$ cat config.mk
export PLATFORM = sky130hd
export DESIGN_NAME = lphs_mod
export DESIGN_NICKNAME = d
export VERILOG_FILES = /design/src/rtl/core/lphs_pkg.sv /design/src/rtl/core/lphs_mod.sv
export SDC_FILE = /design/constraint.sdc
export NUM_CORES = 1
export LEC_CHECK = 0
export BUFFER_PORTS_ARGS = -buffer_cell sky130_fd_sc_hd__buf_4
export CAP_MARGIN = 5
export CORE_MARGIN = 2
export CORE_UTILIZATION = 45
export DETAILED_ROUTE_END_ITERATION = 8
export PLACE_DENSITY = 0.87
export SLEW_MARGIN = 20
export SYNTH_ARGS = -nofsm -noshare
export SYNTH_HDL_FRONTEND = slang
export SYNTH_SLANG_ARGS = --single-unit
$ cat constraint.sdc
create_clock -name clk -period 1.7 [get_ports clk]
set_clock_uncertainty 0.05 [all_clocks]
set_input_delay 0 -clock clk [delete_from_list [all_inputs] [get_ports clk]]
set_output_delay 0 -clock clk [all_outputs]
set_load 0.01 [all_outputs]
$ cat src/rtl/core/lphs_pkg.sv
// Shared types and constants for the linear probing hash set.
package lphs_pkg;

  localparam int KEY_W          = 32;
  localparam int SLOT_W         = 10;
  localparam int TABLE_SIZE_DEF = 1024;

  localparam logic CMD_INSERT = 1'b0;
  localparam logic CMD_QUERY  = 1'b1;

  typedef struct packed {
    logic             valid;
    logic [KEY_W-1:0] key;
  } lphs_entry_t;

  typedef enum logic [1:0] {
    ST_CLEAR,
    ST_IDLE,
    ST_HOME,
    ST_PROBE
  } lphs_state_t;

endpackage

$ cat src/rtl/core/lphs_mod.sv
// Residue of a signed key mod TABLE_SIZE by reciprocal multiplication, subtract and correction.
module lphs_mod #(
  parameter int TABLE_SIZE = lphs_pkg::TABLE_SIZE_DEF,
  parameter int AW         = $clog2(TABLE_SIZE)
) (
  input  logic                      clk,
  input  logic                      rst,
  input  logic                      start,
  input  logic [lphs_pkg::KEY_W-1:0] key,
  output logic                      done,
  output logic [AW-1:0]             rem
);
  import lphs_pkg::*;

  localparam int               SH      = KEY_W + AW - 1;
  localparam logic [63:0]      RECIP64 = (64'd1 << SH) / 64'(TABLE_SIZE);
  localparam logic [KEY_W-1:0] RECIP   = RECIP64[KEY_W-1:0];
  localparam logic [KEY_W-1:0] MODK    = KEY_W'(TABLE_SIZE);
  localparam logic [63:0]      WRAP64  = (64'd1 << KEY_W) % 64'(TABLE_SIZE);
  localparam logic [AW:0]      WRAP    = WRAP64[AW:0];
  localparam logic [AW:0]      MODV    = (AW+1)'(TABLE_SIZE);

  logic               busy;
  logic [1:0]         step;
  logic [KEY_W-1:0]   sreg;
  logic               neg;
  logic [KEY_W-1:0]   quo;
  logic [KEY_W-1:0]   qm;
  logic [AW:0]        part;
  logic [AW-1:0]      r;
  logic [2*KEY_W-1:0] prod;
  logic [KEY_W-1:0]   diff;
  logic [AW:0]        red;
  logic [AW:0]        rx;
  logic [AW:0]        fix;

  // quotient estimate is low by at most one, so one subtract finishes the residue;
  // a negative key then takes off 2^32 mod TABLE_SIZE
  always_comb begin
    prod = {{KEY_W{1'b0}}, sreg} * {{KEY_W{1'b0}}, RECIP};
    diff = sreg - qm;
    red  = (part >= MODV) ? part - MODV : part;
    rx   = {1'b0, red[AW-1:0]};
    fix  = (rx >= WRAP) ? rx - WRAP : rx + MODV - WRAP;
  end

  always_ff @(posedge clk) begin
    if (rst) begin
      busy <= 1'b0;
      done <= 1'b0;
    end else begin
      done <= 1'b0;
      if (start) begin
        busy <= 1'b1;
        step <= '0;
        sreg <= key;
        neg  <= key[KEY_W-1];
      end else if (busy) begin
        step <= step + 1'b1;
        unique case (step)
          2'd0: quo  <= KEY_W'(prod >> SH);
          2'd1: qm   <= quo * MODK;
          2'd2: part <= diff[AW:0];
          2'd3: begin
            busy <= 1'b0;
            done <= 1'b1;
            r    <= neg ? fix[AW-1:0] : red[AW-1:0];
          end
        endcase
      end
    end
  end

  assign rem = r;

endmodule

; ---- After elaboration in Yosys (flattened, before gate mapping)
; Index checks and enable logic that the tools add are counted.
[totals]
latchBits = 0
output_inout_bits = 11
ff_bits = 38
elab_cells = 33
ram_bits = 0
n_memories = 0
rom_bits = 0
[classes]
n_addsub = 3
eq_ne = 3
bitwise = 3
n_mux = 6
order_cmp = 1
div_mod_pow = 0
mul = 0
shift = 0
reduce_logical = 9
[op_table]
columns = operator, n
row1 = $reduce_and 4->1, 4
row2 = $ge 11x11->1 const B, 1
row3 = $sub 11x11->11, 1
row4 = $mux 10, 1
row5 = $sub 10x1->10 const B, 1
row6 = $eq 2x2->1 const B, 2
row7 = $mux 1, 4
row8 = $reduce_and 2->1, 2
row9 = $not 1->1, 3
row10 = $reduce_or 3->1, 1
row11 = $add 2x1->2 const B, 1
row12 = $eq 2x1->1 const B, 1
row13 = $logic_not 2->1, 1
row14 = $mux 2, 1
row15 = $reduce_bool 2->1, 1

; ---- Logic depth before layout (Yosys ltp)
; Gate-level depths: netlist of the first run.
[depth]
ltp_word = 4
depth_mapped = 3
ltp_nobuf = 3

; ---- Worst setup path after synthesis of the first run
; OpenSTA, ideal clock, no wires.
[synth_path]
kind = register to register
startpoint = register step[0]
endpoint = register part[0] (enable)
required_ns = 1.329
t_arrival_ns = 0.923
setup_slack_ns = 0.406
setup_ns = 0.321
path_buffers = 0
path_stages_with_launch = 4
path_cell_list = edfxtp_1 > inv_1 > ha_1 > and4bb_2
[synth_via]
elab_chain_len = 2
[synth_lines]
columns = element, line
row1 = "start, declared", lphs_mod.sv:24  ; logic [1:0] step;
row2 = "start signal, assigned", lphs_mod.sv:59  ; step <= step + 1'b1;
row3 = $eq 2x2->1, lphs_mod.sv:60  ; unique case (step)
row4 = $reduce_and 4->1 (no source line), --
row5 = "end signal, assigned", lphs_mod.sv:63  ; 2'd2: part <= diff[AW:0];
row6 = "end, declared", lphs_mod.sv:29  ; logic [AW:0] part;
; Every way passes these cells.
; A chain may end at the register's enable or synchronous reset.

; ---- Worst setup path in the final report of the first run
[layout_path]
startpoint = register step[1]
endpoint = register busy
[layout_via]
elab_chain_len = 4
[layout_lines]
columns = element, line
row1 = $eq 2x2->1, lphs_mod.sv:60
row2 = $mux 1, lphs_mod.sv:60
row3 = $mux 1, lphs_mod.sv:58  ; end else if (busy) begin
row4 = $mux 1, lphs_mod.sv:53  ; if (start) begin
row5 = "end signal, assigned", lphs_mod.sv:49  ; busy <= 1'b0;
row6 = "end signal, assigned", lphs_mod.sv:54  ; busy <= 1'b1;
row7 = "end signal, assigned", lphs_mod.sv:65  ; busy <= 1'b0;
row8 = "end, declared", lphs_mod.sv:23  ; logic busy;
; Every way passes these cells.

==> implementation parameters, run 1 <==
Parameter                              Value

Die
  I/O pins ... 46
  Floorplan row count ... 17
  DIE HEIGHT ... 53.5 microns
  Floorplan die area ... 2860 sq um
  Core area ... 2250 sq um
  Die X ... 53.5 microns
  Starting density of the core ... 48.8%

Yosys
  Share of flip-flops with an asynchronous set or reset ... 0%
  Most used flip-flop cell after synthesis ... edfxtp_1
  Net count of the mapped netlist ... 85
  Average footprint of a synthesized cell ... 22.9 sq um
  Leading post-synthesis cells by instance count ... 32 x edfxtp_1, 5 x nor2_1, 3 x and4bb_2
  Unique cell type count in the Yosys netlist ... 8
  Post-Syn Area ... 1100 sq um
  Cells after Synth ... between 40 and 50
  Most repeated cell in the gate-level netlist after synthesis ... edfxtp_1
  Yosys Warn Count ... 0
  Number of enable-type register cells in the synthesized netlist ... 32
  FF+latch count, synth ... 34
  Cell types occupying the most area after synthesis ... edfxtp_1 87%, dfxtp_1 3.6%, and4bb_2 3.4%
  Sequential cell area fraction in the yosys report ... roughly nine tenths
  Portion of synthesized cell area occupied by the leading cell type ... around 87%
  Library cell occupying the most area in the post-synthesis netlist ... edfxtp_1

STA
  Number of max-slew violations in the final report ... 0
  Setup TNS ... 0 ns
  Slew at the pin closest to its max-slew limit ... between 0.2 and 0.3 ns
  Post-layout minimum cycle time ... 1.59 ns
  Setup repair after global routing missed its margin ... no
  # setup viols final ... 0
  Final Cycle Share ... between 90% and 100%
  Achievable Freq ... about 0.63 GHz
  Endpoints failing hold ... 0
  Max transition margin ... 83.2%

Power
  Proportion of power drawn by combinational gates ... under 10%
  Switching power as a share of total power ... between 10% and 20%
  Max rail drop VDD ... 0.638 mV
  Leakage power of the design ... 0.567 nW
  Proportion of power drawn by the clock network ... 27.4%
  Total power ... 0.00141 W
  Switching component of the power ... 0.000266 W
  Flop pwr share ... 67.2%
  Internal power ... 0.00114 W
  Power Dens Cells ... roughly 940 nW/um^2

Global routing
  Number of antenna violations at the first check in global routing ... 0
  GRT overflow ... 0
  Global-route wire length before repair ... around 2200 microns
  Overall Global Routing Usage ... 12.3%
  Number of global-route vias before repair ... 495
  Largest net degree at the start of global routing ... 11

Critical path
  Reg2Reg Setup Slack ... 0.11 ns
  Critical path type ... register to register
  Sequence of cells on the critical path ... ha_1, nand2b_1, a21oi_1, dlygate4sd3_1
  Capture point of the critical path ... busy
  Startpoint of the most critical register-to-register path ... step[1]
  Arrival time of data at the critical path endpoint ... about 1.8 ns
  Worst Setup SP ... step[1]
  Crit Path Max Fanout ... 3
  Depth of the most critical reg-to-reg path ... 4
  Critical Path Source Type ... register
  Slowest cell on crit path ... dlygate4sd3_1
  Crit path largest cell delay ... 0.56 ns
  Reg2reg end ... busy
  Required time of the critical path ... 1.91 ns
  Kind of end point of the critical path ... register

Hold path
  Hold Path Depth ... 2
  Path type of the worst min-delay path ... primary input to register

Flow run
  Max-cap viol count ... 0

Final layout
  Layout overhead on the synthesized area ... 36.6%
  Share of final-layout standard cells stronger than drive strength 1 ... between 30% and 40%
  Final core area utilization ... 66.7%
  Nets ... 130
  Footprint of the multi-input gates ... 92.6 sq um
  Sequential Area ... around 1000 sq um
  Inserted Diodes ... 0
  Fill cell instance count of the final layout ... 160

Clock tree
  Clock Sinks ... 34
  Clock transition at the registers of the reported paths ... approximately 0.090 ns
  Number of buffers created by CTS ... 5
  CTS Root Cell ... clkbuf_4
  Post-cts resize count ... 0
  TritonCTS clock tree ... built
  Clock latency on the worst-skew pair ... 0.31 ns
  Clock buffer depth ... 2
  # H-tree levels ... 2

Drt
  Pre-Repair DR Iteration Count ... 4
  Overall routed net length ... approximately 1300 microns
  Number of DRC markers after the initial detailed-route iteration ... 4
  WL/cell ... 11.0 microns
  Number of routed nets with antenna violations ... 0
  Number of vias in the routed layout ... 541
  Average via count per standard cell ... 4.43
  DR DRC count ... 0

Placed design
  Buffers added on ports ... 23
  Post-detail-place hpwl ... 795 microns
  Routability congestion estimate from global placement ... 0.600

Status
  Status ... finished clean
-- sequential cells by signal (all words and copies together) (netlist names) --
signal,flops
busy,1
done,1
part,10
rem,10
step,2
sreg,10
-- repair_timing --
| item | CTS | global route |
|---|---|---|
| endpoints found under the setup margin | 0 | 1 |
| hold buffers | 13 | 0 |
| endpoints found under the hold margin | 16 | 0 |
| setup buffers | 0 | 1 |
-- layer usage --
metal	vias up	part of all wire, %	global-route usage (%)
met4	0	3.7	14.1
met2	23	48	16.3
met1	240	41	14.2
li1	274	-	-
met5	-	0	0
met3	4	7.1	4.24
-- metrics by stage --
step                std cells  instance area [sq um]  hold slack [ns]  setup slack, ns
floorplan                  48                   1100           0.0191            0.406
finish                    122                   1500            0.342            0.107
CTS                       121                   1500            0.325           0.0946
detailed placement        100                   1320            0.129            0.314
global placement          100                   1320            0.130            0.364
global route              122                   1500            0.316           0.0192
-- how the worst min path moves through the flow --
stage | start | end
6_report | key[8] | sreg[8]
4_1_cts | key[0] | sreg[0]
2_1_floorplan | rst | busy
3_5_place_dp | key[5] | sreg[5]
3_3_place_gp | key[2] | sreg[2]
5_1_grt | key[9] | sreg[9]
-- power by group through the flow --
stage          Clock [W]  Combinational (W)  Sequential (W)
2_1_floorplan          0          0.0000161        0.000966
3_3_place_gp           0          0.0000458        0.000966
3_5_place_dp           0          0.0000487        0.000968
4_1_cts         0.000403          0.0000731        0.000949
5_1_grt         0.000451          0.0000836        0.000951
6_report        0.000387          0.0000761        0.000948
-- cell usage in the layout (no fill, tap or decap) --
cell type	instances
nand2b_1	1
clkbuf_1	1
and4bb_2	3
dlygate4sd3_1	13
clkinv_2	1
dfxtp_1	2
clkinv_1	1
buf_4	25
a21oi_1	1
ha_1	2
edfxtp_1	32
inv_1	2
nor2_1	5
clkbuf_4	5
-- worst max-delay path: cells and delay by family, from the launching register on --
kind,cells,cell delay (ns)
flip-flops,1,0.42
AO/OA/AOI/OAI,1,0.13
adder cells (fa/ha/maj),1,0.24
AND/OR/NAND/NOR,1,0.15
buffers and inverters,1,0.56
-- kinds of logic after synthesis --
group,synth area share [%]
flops,90.9
simple gates,5.68
buf+inv,0.682
fa+ha+maj,2.27
compound gates,0.454
-- area by class of cell --
class / instances / share of cell area (%)
sequential: 34 / 66.6
clock inverter: 2 / 0.582
tap: 28 / 2.33
multi-input combinational: 12 / 6.16
timing repair buffer: 38 / 21.1
clock buffer: 6 / 2.75
inverter: 2 / 0.499
Power figures use the tool's default switching activity.
==> run 2: changes to the inputs <==
PLACE_DENSITY = 0.76   (was 0.87)
==> run 2 against run 1 <==
  * Combinational power fell by 3.8%
  * Via count did not move
  * Global-route usage fell by 0.32 points
  * Flip-flop and latch count did not move
  * Critical path type unchanged
==> implementation parameters, run 2 (same netlist as run 1, synthesis figures left out) <==
Parameter                              Value

Status
  Status ... finished clean

Clock tree
  Clock latency on the worst-skew pair ... 0.32 ns (about the same)
  TritonCTS clock tree ... built
  Number of buffers created by CTS ... 5 (unchanged)
  CTS Root Cell ... clkbuf_4
  Post-cts resize count ... 0 (unchanged)
  Clock transition at the registers of the reported paths ... 0.10 ns (about the same)
  # H-tree levels ... 2 (unchanged)
  Clock Sinks ... 34 (unchanged)
  Clock buffer depth ... 2 (unchanged)

Drt
  Average via count per standard cell ... 4.47 (+0.83%)
  Overall routed net length ... 1440 microns (+7.5%)
  Number of vias in the routed layout ... 541 (unchanged)
  Number of routed nets with antenna violations ... 0 (unchanged)
  DR DRC count ... 0 (unchanged)
  Number of DRC markers after the initial detailed-route iteration ... 13 (+9)
  WL/cell ... 11.9 microns (+8.4%)
  Pre-Repair DR Iteration Count ... 4 (unchanged)

Critical path
  Crit Path Max Fanout ... 3 (unchanged)
  Critical path type ... register to register
  Depth of the most critical reg-to-reg path ... 4 (unchanged)
  Required time of the critical path ... 1.92 ns (about the same)
  Startpoint of the most critical register-to-register path ... step[0]
  Reg2reg end ... busy
  Kind of end point of the critical path ... register
  Critical Path Source Type ... register
  Reg2Reg Setup Slack ... 0.09 ns (-0.02 ns)
  Arrival time of data at the critical path endpoint ... 1.83 ns (+0.02 ns)

Global routing
  Largest net degree at the start of global routing ... 12 (+1)
  Layer carrying the most global-route usage ... met2
  Met1 Use GR ... 12.1% (-2.2 points)
  Met2 Resource Use GR ... 20.0% (+3.7 points)
  Number of global-route vias before repair ... 490 (-1.0%)
  Number of antenna violations at the first check in global routing ... 0 (unchanged)
  Overall Global Routing Usage ... 12.0% (-0.32 points)
  GR met3 Demand/Resource ... 3.39% (-0.85 points)
  GRT overflow ... 0 (unchanged)
  Global-route wire length before repair ... 2180 microns (-0.64%)

Flow run
  Max-cap viol count ... 0 (unchanged)

STA
  Setup repair after global routing missed its margin ... no
  Number of max-slew violations in the final report ... 0 (unchanged)
  Post-layout minimum cycle time ... 1.61 ns (+0.0175 ns)
  Setup TNS ... 0 ns (unchanged)
  Max transition margin ... 82.5% (-0.75 points)
  Achievable Freq ... 0.621 GHz (-1.1%)
  Endpoints failing hold ... 0 (unchanged)
  # setup viols final ... 0 (unchanged)
  Final Cycle Share ... 94.7% (+1.0 points)
  Slew at the pin closest to its max-slew limit ... 0.263 ns (+0.0112 ns)

Die
  Die X ... 53.5 microns (unchanged)
  I/O pins ... 46 (unchanged)
  Floorplan die area ... 2860 sq um (unchanged)
  Starting density of the core ... 48.8% (unchanged)
  Floorplan row count ... 17 (unchanged)
  DIE HEIGHT ... 53.5 microns (unchanged)
  Core area ... 2250 sq um (unchanged)

Final layout
  Inserted Diodes ... 0 (unchanged)
  Share of final-layout standard cells stronger than drive strength 1 ... 36.6% (+0.39 points)
  Final non-filler cell area ... 1500 sq um (-0.25%)
  Commonest cells after routing, fill and taps aside ... 32 x edfxtp_1, 24 x buf_4, 13 x dlygate4sd3_1, 5 x nor2_1, 5 x clkbuf_4
  Nets ... 129 (-0.77%)
  Most common cell after layout, fill and taps aside ... edfxtp_1
  Layout overhead on the synthesized area ... 36.3%

Hold path
  Launch instance of the worst min-delay path ... key[4]
  Path type of the worst min-delay path ... primary input to register
  Hold Path Depth ... 2 (unchanged)
  Capture endpoint of the worst hold path ... sreg[4]

Placed design
  Post-DP Area ... 1320 sq um (unchanged)
  Routability congestion estimate from global placement ... 0.642 (+6.9%)
  Post-detail-place hpwl ... 948 microns (+19%)
  Buffers added on ports ... 23 (unchanged)

Power
  Max rail drop VDD ... 0.660 mV (+3.5%)
  Switching power as a share of total power ... 19.5% (+0.68 points)
  Internal power ... 0.00114 W (-0.27%)
  Proportion of power drawn by combinational gates ... 5.2% (-0.2 points)
  Flop pwr share ... 67.0% (-0.2 points)
  Switching component of the power ... 0.000277 W (+4.2%)
  Power Dens Cells ... 946 nW/um^2 (+0.83%)
  Proportion of power drawn by the clock network ... 27.9% (+0.5 points)
  Leakage power of the design ... 0.562 nW (-1.0%)
run 2: cell types whose count changed in the layout (fill, tap and decap cells not counted):
cell        delta
clkbuf_1       -1
buf_4          -1
clkinvlp_4     +1
run 2: how the worst max path moves through the flow:
stage,startpoint,end,cells after the start
global route,step[0],busy,4
floorplan,step[0],part[0],3
finish,step[0],busy,4
global placement,step[0],part[8],3
CTS,step[0],busy,4
detailed placement,step[0],part[5],3
run 2: per-layer routing:
metal	routed length, microns	up-vias
met2	796	25
met4	36	0
met1	521	240
li1	-	272
met3	89	4
met5	0	-
run 2: power groups by stage:
stage               registers [W]  clock network, W   logic, W
floorplan                0.000966                 0  0.0000161
finish                   0.000950          0.000395  0.0000732
global placement         0.000966                 0  0.0000461
CTS                      0.000950          0.000410  0.0000733
global route             0.000953          0.000446  0.0000801
detailed placement       0.000970                 0  0.0000492
run 2: worst max-delay path, stage by stage (launching register included):
cell	delay [ns]
edfxtp_1	0.44
ha_1	0.25
nand2b_1	0.15
a21oi_1	0.13
dlygate4sd3_1	0.54
run 2: through the flow:
step | power, W | cells | hold WS (ns) | utilization, % | worst slack, ns
after floorplan | 0.000982 | 48 | 0.0191 | - | 0.406
after global placement | 0.00101 | 100 | 0.129 | 58.4 | 0.362
after detailed placement | 0.00102 | 100 | 0.129 | 58.4 | 0.308
after CTS | 0.00143 | 121 | 0.326 | 66.5 | 0.0975
after global routing | 0.00148 | 121 | 0.321 | 66.5 | 0.0408
final | 0.00142 | 121 | 0.343 | 66.5 | 0.0898
run 2: area by class of cell:
type / instances / area (sq um)
inverter: 2 / 7.51
timing repair buffer: 37 / 310
clock inverter: 3 / 16.3
sequential: 34 / 1000
clock buffer: 5 / 37.5
tap: 28 / 35.0
fill: 157 / 754
multi-input combinational: 12 / 92.6
run 2: timing repair:
action	in CTS	in global routing
hold buffers	13	0
endpoints found under the setup margin	0	0
hold endpoints to repair	16	0
setup buffers	0	0
==> run 3: changes to the inputs <==
==> constraint.sdc (replaced) <==
create_clock -name clk -period 1.7 [get_ports clk]
set_clock_uncertainty 0.05 [all_clocks]
set_input_delay 0.085 -clock clk [delete_from_list [all_inputs] [get_ports clk]]
set_output_delay 0.085 -clock clk [all_outputs]
set_load 0.01 [all_outputs]
==> run 3 against run 2 <==
  * Final cell count is 0.83% lower
  * Sequential share of layout area is 0.45 points higher
  * Via count is 0.55% lower
  * Critical path type unchanged
  * Largest cell class unchanged
  * Highest routed layer unchanged
==> implementation parameters, run 3 (same netlist as run 1, synthesis figures left out) <==
Parameter                              Value

Clock tree
  Post CTS Setup Buffer Count ... 0 (unchanged)
  Number of hold-repair buffers added at the cts stage ... 12 (-1)
  CTS Root Cell ... clkbuf_4
  Clock latency on the worst-skew pair ... 0.32 ns (about the same)
  TritonCTS clock tree ... built
  Post-cts resize count ... 0 (unchanged)
  Clock buffer depth ... 2 (unchanged)
  Number of buffers created by CTS ... 5 (unchanged)
  Clock transition at the registers of the reported paths ... 0.09 ns (about the same)
  Clock Sinks ... 34 (unchanged)
  # H-tree levels ... 2 (unchanged)

Power
  Max rail drop VDD ... 0.660 mV (about the same)
  Leakage power of the design ... 0.557 nW (-0.74%)
  Power Dens Cells ... 949 nW/um^2 (+0.32%)

Final layout
  Inserted Diodes ... 0 (unchanged)
  Most common cell after layout, fill and taps aside ... edfxtp_1
  Nets ... 128 (-0.78%)
  Share of final-layout standard cells stronger than drive strength 1 ... 37.0% (+0.40 points)
  Final non-filler cell area ... 1490 sq um (-0.67%)
  Commonest cells after routing, fill and taps aside ... 32 x edfxtp_1, 24 x buf_4, 12 x dlygate4sd3_1, 5 x nor2_1, 5 x clkbuf_4
  Layout overhead on the synthesized area ... 35.3%
  Final core area utilization ... 66.1% (-0.44 points)

Placed design
  Routability congestion estimate from global placement ... 0.642 (unchanged)
  Post-detail-place hpwl ... 948 microns (unchanged)
  Pre-CTS setup slack ... 0.308 ns (unchanged)
  Buffers added on ports ... 23 (unchanged)
  Post-DP Area ... 1320 sq um (unchanged)

STA
  Post-layout minimum cycle time ... 1.59 ns (-0.0216 ns)
  Least setup slack across all paths after layout ... 0.111 ns (+0.0216 ns)
  Slew at the pin closest to its max-slew limit ... 0.261 ns (-0.00176 ns)
  # setup viols final ... 0 (unchanged)
  Max transition margin ... 82.6% (+0.12 points)
  Setup repair after global routing missed its margin ... no
  Achievable Freq ... 0.630 GHz (+1.4%)
  Setup TNS ... 0 ns (unchanged)
  Number of max-slew violations in the final report ... 0 (unchanged)
  Final Cycle Share ... 93.4% (-1.3 points)
  Endpoints failing hold ... 0 (unchanged)

Global routing
  Largest net degree at the start of global routing ... 12 (unchanged)
  Global-route wire length before repair ... 2080 microns (-4.4%)
  GRT overflow ... 0 (unchanged)
  Overall Global Routing Usage ... 11.5% (-0.49 points)
  Number of antenna violations at the first check in global routing ... 0 (unchanged)
  Number of global-route vias before repair ... 480 (-2.0%)

Critical path
  Critical path type ... register to register
  Required time of the critical path ... 1.91 ns (about the same)
  Crit Path Max Fanout ... 3 (unchanged)
  Arrival time of data at the critical path endpoint ... 1.80 ns (-0.03 ns)
  Critical Path Source Type ... register
  Kind of end point of the critical path ... register

Die
  Die X ... 53.5 microns (unchanged)
  Floorplan row count ... 17 (unchanged)
  Starting density of the core ... 48.8% (unchanged)
  Floorplan die area ... 2860 sq um (unchanged)
  I/O pins ... 46 (unchanged)
  DIE HEIGHT ... 53.5 microns (unchanged)
  Core area ... 2250 sq um (unchanged)

Drt
  Number of routed nets with antenna violations ... 0 (unchanged)
  DR DRC count ... 0 (unchanged)
  Number of vias in the routed layout ... 538 (-0.55%)
  Average via count per standard cell ... 4.48 (+0.27%)
  Pre-Repair DR Iteration Count ... 3 (-1)
  Number of DRC markers after the initial detailed-route iteration ... 10 (-3)
  Overall routed net length ... 1390 microns (-3.5%)
  WL/cell ... 11.6 microns (-2.7%)

Hold path
  Path type of the worst min-delay path ... primary input to register

Status
  Status ... finished clean

Flow run
  Max-cap viol count ... 0 (unchanged)
==> run 3: cell count changes in the layout (fill, tap and decap cells not counted) <==
cell	delta
dlygate4sd3_1	-1
==> run 3: final timing paths <==
kind	startpoint	to	slack, ns	cells after the start
worst max-delay path	step[0]	busy	0.11	4
worst min-delay path	start	step[1]	0.04	2
worst max register to register	step[0]	busy	0.11	4
worst min register to register	part[3]	rem[3]	0.37	0
==> run 3: routing by layer <==
layer  GRT usage [%]  up-vias  share of wire, %
met3            3.39        4               6.4
met2            18.7       25                55
met1            11.7      239                36
met4            10.3        0               2.6
met5               0        -                 0
li1                -      270                 -
==> run 3: final cells by class <==
| type | instances | area (sq um) |
|---|---|---|
| Tap cell | 28 | 35.0 |
| Inverter | 2 | 7.51 |
| Sequential cell | 34 | 1000 |
| Multi-Input combinational cell | 12 | 92.6 |
| Clock buffer | 5 | 37.5 |
| Fill cell | 159 | 764 |
| Clock inverter | 3 | 16.3 |
| Timing Repair Buffer | 36 | 300 |
==> run 3: power by group <==
part | internal [W] | total (W) | leakage (nW) | switching [W]
clock | 0.000154 | 0.000393 | 0.0286 | 0.000240
sequential | 0.000940 | 0.000950 | 0.310 | 0.00000991
combinational | 0.0000461 | 0.0000706 | 0.219 | 0.0000244
total | 0.00114 | 0.00141 | 0.557 | 0.000274
==> run 3: stage by stage <==
step                hold slack (ns)  std cells  total power (W)
global route                 0.0283        120          0.00148
finish                       0.0392        120          0.00141
floorplan                     0.104         48         0.000982
CTS                          0.0215        120          0.00143
global placement              0.214        100          0.00101
detailed placement            0.214        100          0.00102
==> run 3: critical path, stage by stage (launching register included) <==
cell,delay [ns]
edfxtp_1,0.43
ha_1,0.24
nand2b_1,0.15
a21oi_1,0.13
dlygate4sd3_1,0.54
